===== config.mk =====
export PLATFORM = sky130hd
export DESIGN_NAME = sts_div
export DESIGN_NICKNAME = d
export VERILOG_FILES = /design/src/sts_pkg.sv /design/src/sts_div.sv
export SDC_FILE = /design/constraint.sdc
export NUM_CORES = 1
export LEC_CHECK = 0
export ABC_CLOCK_PERIOD_IN_PS = 4700
export BUFFER_PORTS_ARGS = -buffer_cell sky130_fd_sc_hd__buf_2
export CAP_MARGIN = 10
export CORE_MARGIN = 4
export CORE_UTILIZATION = 30
export DETAILED_ROUTE_END_ITERATION = 7
export SLEW_MARGIN = 20
export SYNTH_ARGS = -nofsm -noshare
export SYNTH_HDL_FRONTEND = slang
export SYNTH_SLANG_ARGS = --single-unit

===== constraint.sdc =====
create_clock -name clk -period 4.7 [get_ports clk]
set_clock_uncertainty 0.15 [all_clocks]
set_input_delay 0.94 -clock clk [delete_from_list [all_inputs] [get_ports clk]]
set_output_delay 0.94 -clock clk [all_outputs]
set_load 0.005 [all_outputs]

===== src/sts_pkg.sv =====
// ----------------------------------------------------------------------------
// Square tone sequencer package
// Shared types, codes and constants for the tone sequencer and its divider.
// ----------------------------------------------------------------------------
package sts_pkg;

  // Fixed field widths
  localparam int unsigned AMP_W    = 15;
  localparam int unsigned RATE_W   = 16;
  localparam int unsigned TICK_W   = 16;
  localparam int unsigned FREQ_W   = 16;
  localparam int unsigned ADDR_W   = 10;
  localparam int unsigned LEN_W    = 11;
  localparam int unsigned POS_W    = 16;
  localparam int unsigned SAMPLE_W = 16;
  localparam int unsigned INDEX_W  = 32;
  localparam int unsigned CFG_IDX_W  = 2;
  localparam int unsigned CFG_DATA_W = 16;

  // Divider geometry: 32-bit dividend, 16-bit divisor, one quotient bit a step
  localparam int unsigned DIV_N_W   = 32;
  localparam int unsigned DIV_D_W   = 16;
  localparam int unsigned DIV_CNT_W = 6;

  // Configuration reset values
  localparam logic [AMP_W-1:0]  AMP_RESET      = 15'd3000;
  localparam logic [RATE_W-1:0] RATE_RESET     = 16'd22050;
  localparam logic [TICK_W-1:0] INTERVAL_RESET = 16'd151;

  // Configuration register indexes
  typedef enum logic [CFG_IDX_W-1:0] {
    CFG_AMPLITUDE = 2'd0,
    CFG_RATE      = 2'd1,
    CFG_INTERVAL  = 2'd2
  } cfg_index_t;

  // Input item kinds
  typedef enum logic [1:0] {
    KIND_SAMPLE = 2'd0,
    KIND_LOAD   = 2'd1,
    KIND_PLAY   = 2'd2
  } kind_t;

  // Sequencer states
  typedef enum logic [1:0] {
    ST_IDLE,
    ST_DIV_RATE,
    ST_DIV_INDEX,
    ST_FINISH
  } state_t;

  // Divider request and response
  typedef struct packed {
    logic               start;
    logic [DIV_N_W-1:0] dividend;
    logic [DIV_D_W-1:0] divisor;
  } div_req_t;

  typedef struct packed {
    logic               busy;
    logic               done;
    logic [DIV_N_W-1:0] quotient;
  } div_rsp_t;

endpackage


===== src/sts_div.sv =====
// ----------------------------------------------------------------------------
// Square tone sequencer divider
// Restoring divider, one quotient bit per cycle, 32 steps per division.
// ----------------------------------------------------------------------------
module sts_div (
  input  logic              clk,
  input  logic              rst,
  input  sts_pkg::div_req_t req,
  output sts_pkg::div_rsp_t rsp
);

  logic [sts_pkg::DIV_N_W-1:0]   quo;
  logic [sts_pkg::DIV_D_W-1:0]   rem;
  logic [sts_pkg::DIV_D_W-1:0]   divisor;
  logic [sts_pkg::DIV_CNT_W-1:0] cnt;
  logic                          busy;
  logic                          done;
  logic [sts_pkg::DIV_D_W:0]     shifted;
  logic [sts_pkg::DIV_D_W:0]     trial;
  logic                          fits;

  // Shift in the next dividend bit and try the subtraction
  assign shifted = {rem, quo[sts_pkg::DIV_N_W-1]};
  assign trial   = shifted - {1'b0, divisor};
  assign fits    = shifted >= {1'b0, divisor};

  // Control: step counter and done pulse
  always_ff @(posedge clk) begin
    if (rst) begin
      busy <= 1'b0;
      done <= 1'b0;
      cnt  <= '0;
    end else begin
      done <= 1'b0;
      if (req.start) begin
        busy <= 1'b1;
        cnt  <= sts_pkg::DIV_CNT_W'(sts_pkg::DIV_N_W);
      end else if (busy) begin
        cnt <= cnt - 1'b1;
        if (cnt == sts_pkg::DIV_CNT_W'(1)) begin
          busy <= 1'b0;
          done <= 1'b1;
        end
      end
    end
  end

  // Datapath: partial remainder and quotient
  always_ff @(posedge clk) begin
    if (req.start) begin
      quo     <= req.dividend;
      rem     <= '0;
      divisor <= req.divisor;
    end else if (busy) begin
      quo <= {quo[sts_pkg::DIV_N_W-2:0], fits};
      rem <= fits ? trial[sts_pkg::DIV_D_W-1:0] : shifted[sts_pkg::DIV_D_W-1:0];
    end
  end

  assign rsp.busy     = busy;
  assign rsp.done     = done;
  assign rsp.quotient = quo;

endmodule


# [Word level (Yosys, flattened, before mapping)]
# Index checks and enable logic that the tools add are counted.
# Widths: inputs -> output; s select.
[totals] regBits=72 latch_bits=0 ramBits=0 rom_bits=0 inputBits=51 out_inout_bits=34 word_cells=24 memories=0
[classes] n_addsub=2 n_mul=0 div=0 n_lt_le_gt_ge=1 eq_ne=1 shifts=0 n_mux=9 bitwise_logic=1 reduce_logical=3
[op_table] operator="$mux 32" n=2
[op_table] operator="$ge 17x16->1" n=1
[op_table] operator="$mux 16" n=1
[op_table] operator="$sub 16x16->16" n=1
[op_table] operator="$mux 6" n=2
[op_table] operator="$eq 6x1->1 const B" n=1
[op_table] operator="$sub 6x1->6 const B" n=1
[op_table] operator="$mux 1" n=4
[op_table] operator="$reduce_or 3->1" n=1
[op_table] operator="$reduce_bool 2->1" n=1
[op_table] operator="$reduce_or 2->1" n=1
[op_table] operator="$not 1->1" n=1

# [Depth between registers and ports, before layout]
[logic_depth] ltp_word=4 ltp_mapped=10 depth_no_buf=9

# [Worst setup path before layout]
# OpenSTA, ideal clock, no wires.
[synth_path] path_type="input-to-reg" from="in req[48] in the netlist's numbering" to="reg quo[0] in the netlist's numbering, enable pin" setup_ns=0.389 arrival_time_ns=1.981 t_required_ns=4.161 setup_slack_ns=2.179 stages=3 n_path_buf=1 cell_sequence="clkbuf_1 -> inv_1 -> nand2_1"
[synth_via] elab_chain_len=1
[synth_rtl] element="from (decl)" line_no="sts_div.sv:8" text="input sts_pkg::div_req_t req,"
[synth_rtl] element="$reduce_bool 2->1 (no line)"
[synth_rtl] element="to (signal assigned)" line_no="sts_div.sv:51" text="quo <= req.dividend;"
[synth_rtl] element="to (signal assigned)" line_no="sts_div.sv:55" text="quo <= {quo[sts_pkg::DIV_N_W-2:0], fits};"
[synth_rtl] element="to (decl)" line_no="sts_div.sv:12" text="logic [sts_pkg::DIV_N_W-1:0] quo;"
# Every way passes these cells.
# A chain may end at the register's enable or synchronous reset.

# [Final worst setup path]
[layout_path] from="reg rem[13] in the netlist's numbering" to="reg quo[0] in the netlist's numbering, data pin"
[layout_via] elab_chain_len=3
[layout_rtl] element="from (decl)" line_no="sts_div.sv:13" text="logic [sts_pkg::DIV_D_W-1:0] rem;"
[layout_rtl] element="from (signal assigned)" line_no="sts_div.sv:56" text="rem <= fits ? trial[sts_pkg::DIV_D_W-1:0] : shifted[sts_pkg::DIV_D_W-1:0];"
[layout_rtl] element="$ge 17x16->1" line_no="sts_div.sv:25" text="assign fits = shifted >= {1'b0, divisor};"
[layout_rtl] element="$mux 32" line_no="sts_div.sv:54" text="end else if (busy) begin"
[layout_rtl] element="$mux 32" line_no="sts_div.sv:50" text="if (req.start) begin"
# Every way passes these cells. The select of a mux whose other input is x is not followed.

==> metrics.yaml <==
antenna_found_initial: 0
cts_resized: 0
yosysWarnings: 0
cts_root_buf: "clkbuf_16"
grt_max_degree: 53
timing.rr.start: "rem[13]"
postCtsHoldBufs: 0
ys_seq_elements: 72
overflow: 0
grt_first_pass_wirelength_um: 15200
routedWlPerCell_um: 14.9
critical_path_arrival_ps: 3010
vias: 3039
total_power_w: 0.00187
async_flop_share_pct: 0
p_leak_nw: 1.95
drt-initial-drc-count: 171
wirelength_um: 9210
max-vdd-ir-drop_uv: 207
worstHoldPathType: "flip-flop to flip-flop"
setup_viol: 0
netSwitchingPower_w: 0.000540
start_util_pct: 31.2
min_period_ps: 3080
grtUsageTotal_pct: 12.7
p_clk_share_pct: 38.1
synth-seq-area-share_pct: 48.1
slew_headroom_pct: 29.5
cts_tree: "yes"
cellPowerDensity_nw_per_um2: 390
portBuffers: 84
fin_crit_sh_pct: 65.6
r2r_end: "quo[0]"
worstHoldPathCells: 2
min_to: "rem[2]"
clock_latency_ps: 330
core_area_um2: 12800
crit_path_start_kind: "flip-flop"
synthCells: 367
die_w_um: 123
die_area_um2: 15200
synthFlopType: "edfxtp_1"
p_int_w: 0.00133
power_switching_share_pct: 28.8
die_h_um: 123
crit_required_ps: 4630
grt_pass1_vias: 3042
cts_sinks: 72
place_congestion: 0.928
cts_setup_buffers: 0
synth_fp_nets: 437
crit_path_end_kind: "flip-flop"
yosysUniqueCellTypes: 57
layout-drive-gt1-share_pct: 33.3
viasPerCell: 4.90
path_clk_slew_ps: 60
ant_nets: 0
worst_pin_slew_ps: 1050
setup_tns_ps: 0
num_rows: 41
layout.nets: 513
antenna_cells: 0
path_max_fanout: 14
p_comb_share_pct: 20.3
drcViolationCount: 0
crit_type: "flip-flop to flip-flop"
synth.avg_cell_area_um2: 10.9
syn-cell-area_um2: 4000
h-tree-depth: 3
status: "complete, no violations"
numCtsBuffers: 9
max_freq_ghz: 0.324
synth_edf_count: 48
hold_start: "rem[2]"
reg2regPathDepth: 6
drt_first_pass_iters: 4
dp_hpwl_um: 6650
syn_to_final_growth_pct: 20.2
io_pins: 85
report.final.slew_viol_count: 0
r2r_setup_slack_ps: 1620
clockBufferDepth: 2
grt_setup_unrepaired: "no"
pwr-share-seq_pct: 41.7
drv_cap: 0
finalHoldViolations: 0
## final cells by class
cell class | instances | area [µm²]
timing repair buffer | 87 | 443
tap | 172 | 215
fill | 1304 | 8020
clock inverter | 7 | 85.1
multi-input combinational | 248 | 1820
sequential | 72 | 1920
clock buffer | 9 | 225
inverter | 25 | 93.8
## cell usage after synthesis, types with 8 or more instances
cell type  count  share of area [%]
nand3_1       19                2.4
a21oi_1       14                1.8
xnor2_1       11                2.4
nand2_1       19                1.8
nor2_1        31                2.9
a311oi_1       9                2.0
inv_1         25                2.3
ha_1          18                5.6
o21ai_0       20                2.5
mux2_2        32                9.0
dfxtp_1       24                 12
clkbuf_1       8               0.75
edfxtp_1      48                 36
## metrics by stage
stage / utilization (%) / hold slack (ps) / setup slack [ps] / instances / cell area, µm²
2_1_floorplan: - / 319 / 2180 / 367 / 4000
3_3_place_gp: 35.1 / 337 / 1760 / 604 / 4500
3_5_place_dp: 35.1 / 346 / 1690 / 604 / 4500
4_1_cts: 37.5 / 354 / 1660 / 620 / 4810
5_1_grt: 37.5 / 378 / 1400 / 620 / 4810
6_report: 37.5 / 352 / 1620 / 620 / 4810
## flip-flops by register name, indices dropped and copies added (netlist names)
name and count:
quo 32, divisor 16, rem 16, cnt 6
busy 1, done 1
## cells in the final DEF (no fill, tap or decap), drive strengths merged, types with 3 or more instances in the layout
master / instances
buf: 87
inv: 29
nor3: 7
edfxtp: 48
o41ai: 5
nor2: 31
o21ai: 20
dfxtp: 24
clkbuf: 9
mux2: 32
nand2: 20
and2: 4
a21o: 5
nand2b: 3
a21oi: 14
nand3: 20
ha: 18
o211ai: 5
a311oi: 10
a31o: 5
a211oi: 6
xnor2: 11
## kinds of logic after synthesis
group,synth area share [%]
simple gates,12.2
compound gates,15.1
flops,48.1
buf+inv,6.38
mux,9.26
fa+ha+maj,6.13
xor+xnor,2.85
## how the worst max path moves through the flow
stage / endpoint / start / slack [ps] / depth (start not counted)
2_1_floorplan: quo[0] / req[48] / 2180 / 3
3_3_place_gp: quo[0] / divisor[14] / 1760 / 7
3_5_place_dp: quo[0] / divisor[14] / 1690 / 7
4_1_cts: quo[0] / divisor[14] / 1660 / 7
5_1_grt: quo[0] / divisor[14] / 1400 / 7
6_report: quo[0] / rem[13] / 1620 / 6
## power by group through the flow
stage	Combinational [W]	Clock, W	Sequential (W)
final	0.000380	0.000713	0.000780
after global routing	0.000422	0.000759	0.000789
after CTS	0.000380	0.000730	0.000781
after detailed placement	0.000377	0	0.000793
after global placement	0.000374	0	0.000792
after floorplan	0.000273	0	0.000789
## worst max-delay path, stage by stage (launching register included)
cell and delay (ps):
dfxtp_1 340, ha_1 380, a21o_1 230, a211oi_1 310, and2_0 680, nand2_1 360
mux2_2 370
## routing by layer
metal,GRT usage [%],part of all wire (%)
met5,0,0
met4,4.98,1.5
met3,3.25,6.5
met2,18.7,44
met1,17.7,48
(Power assumes the default switching activity.)
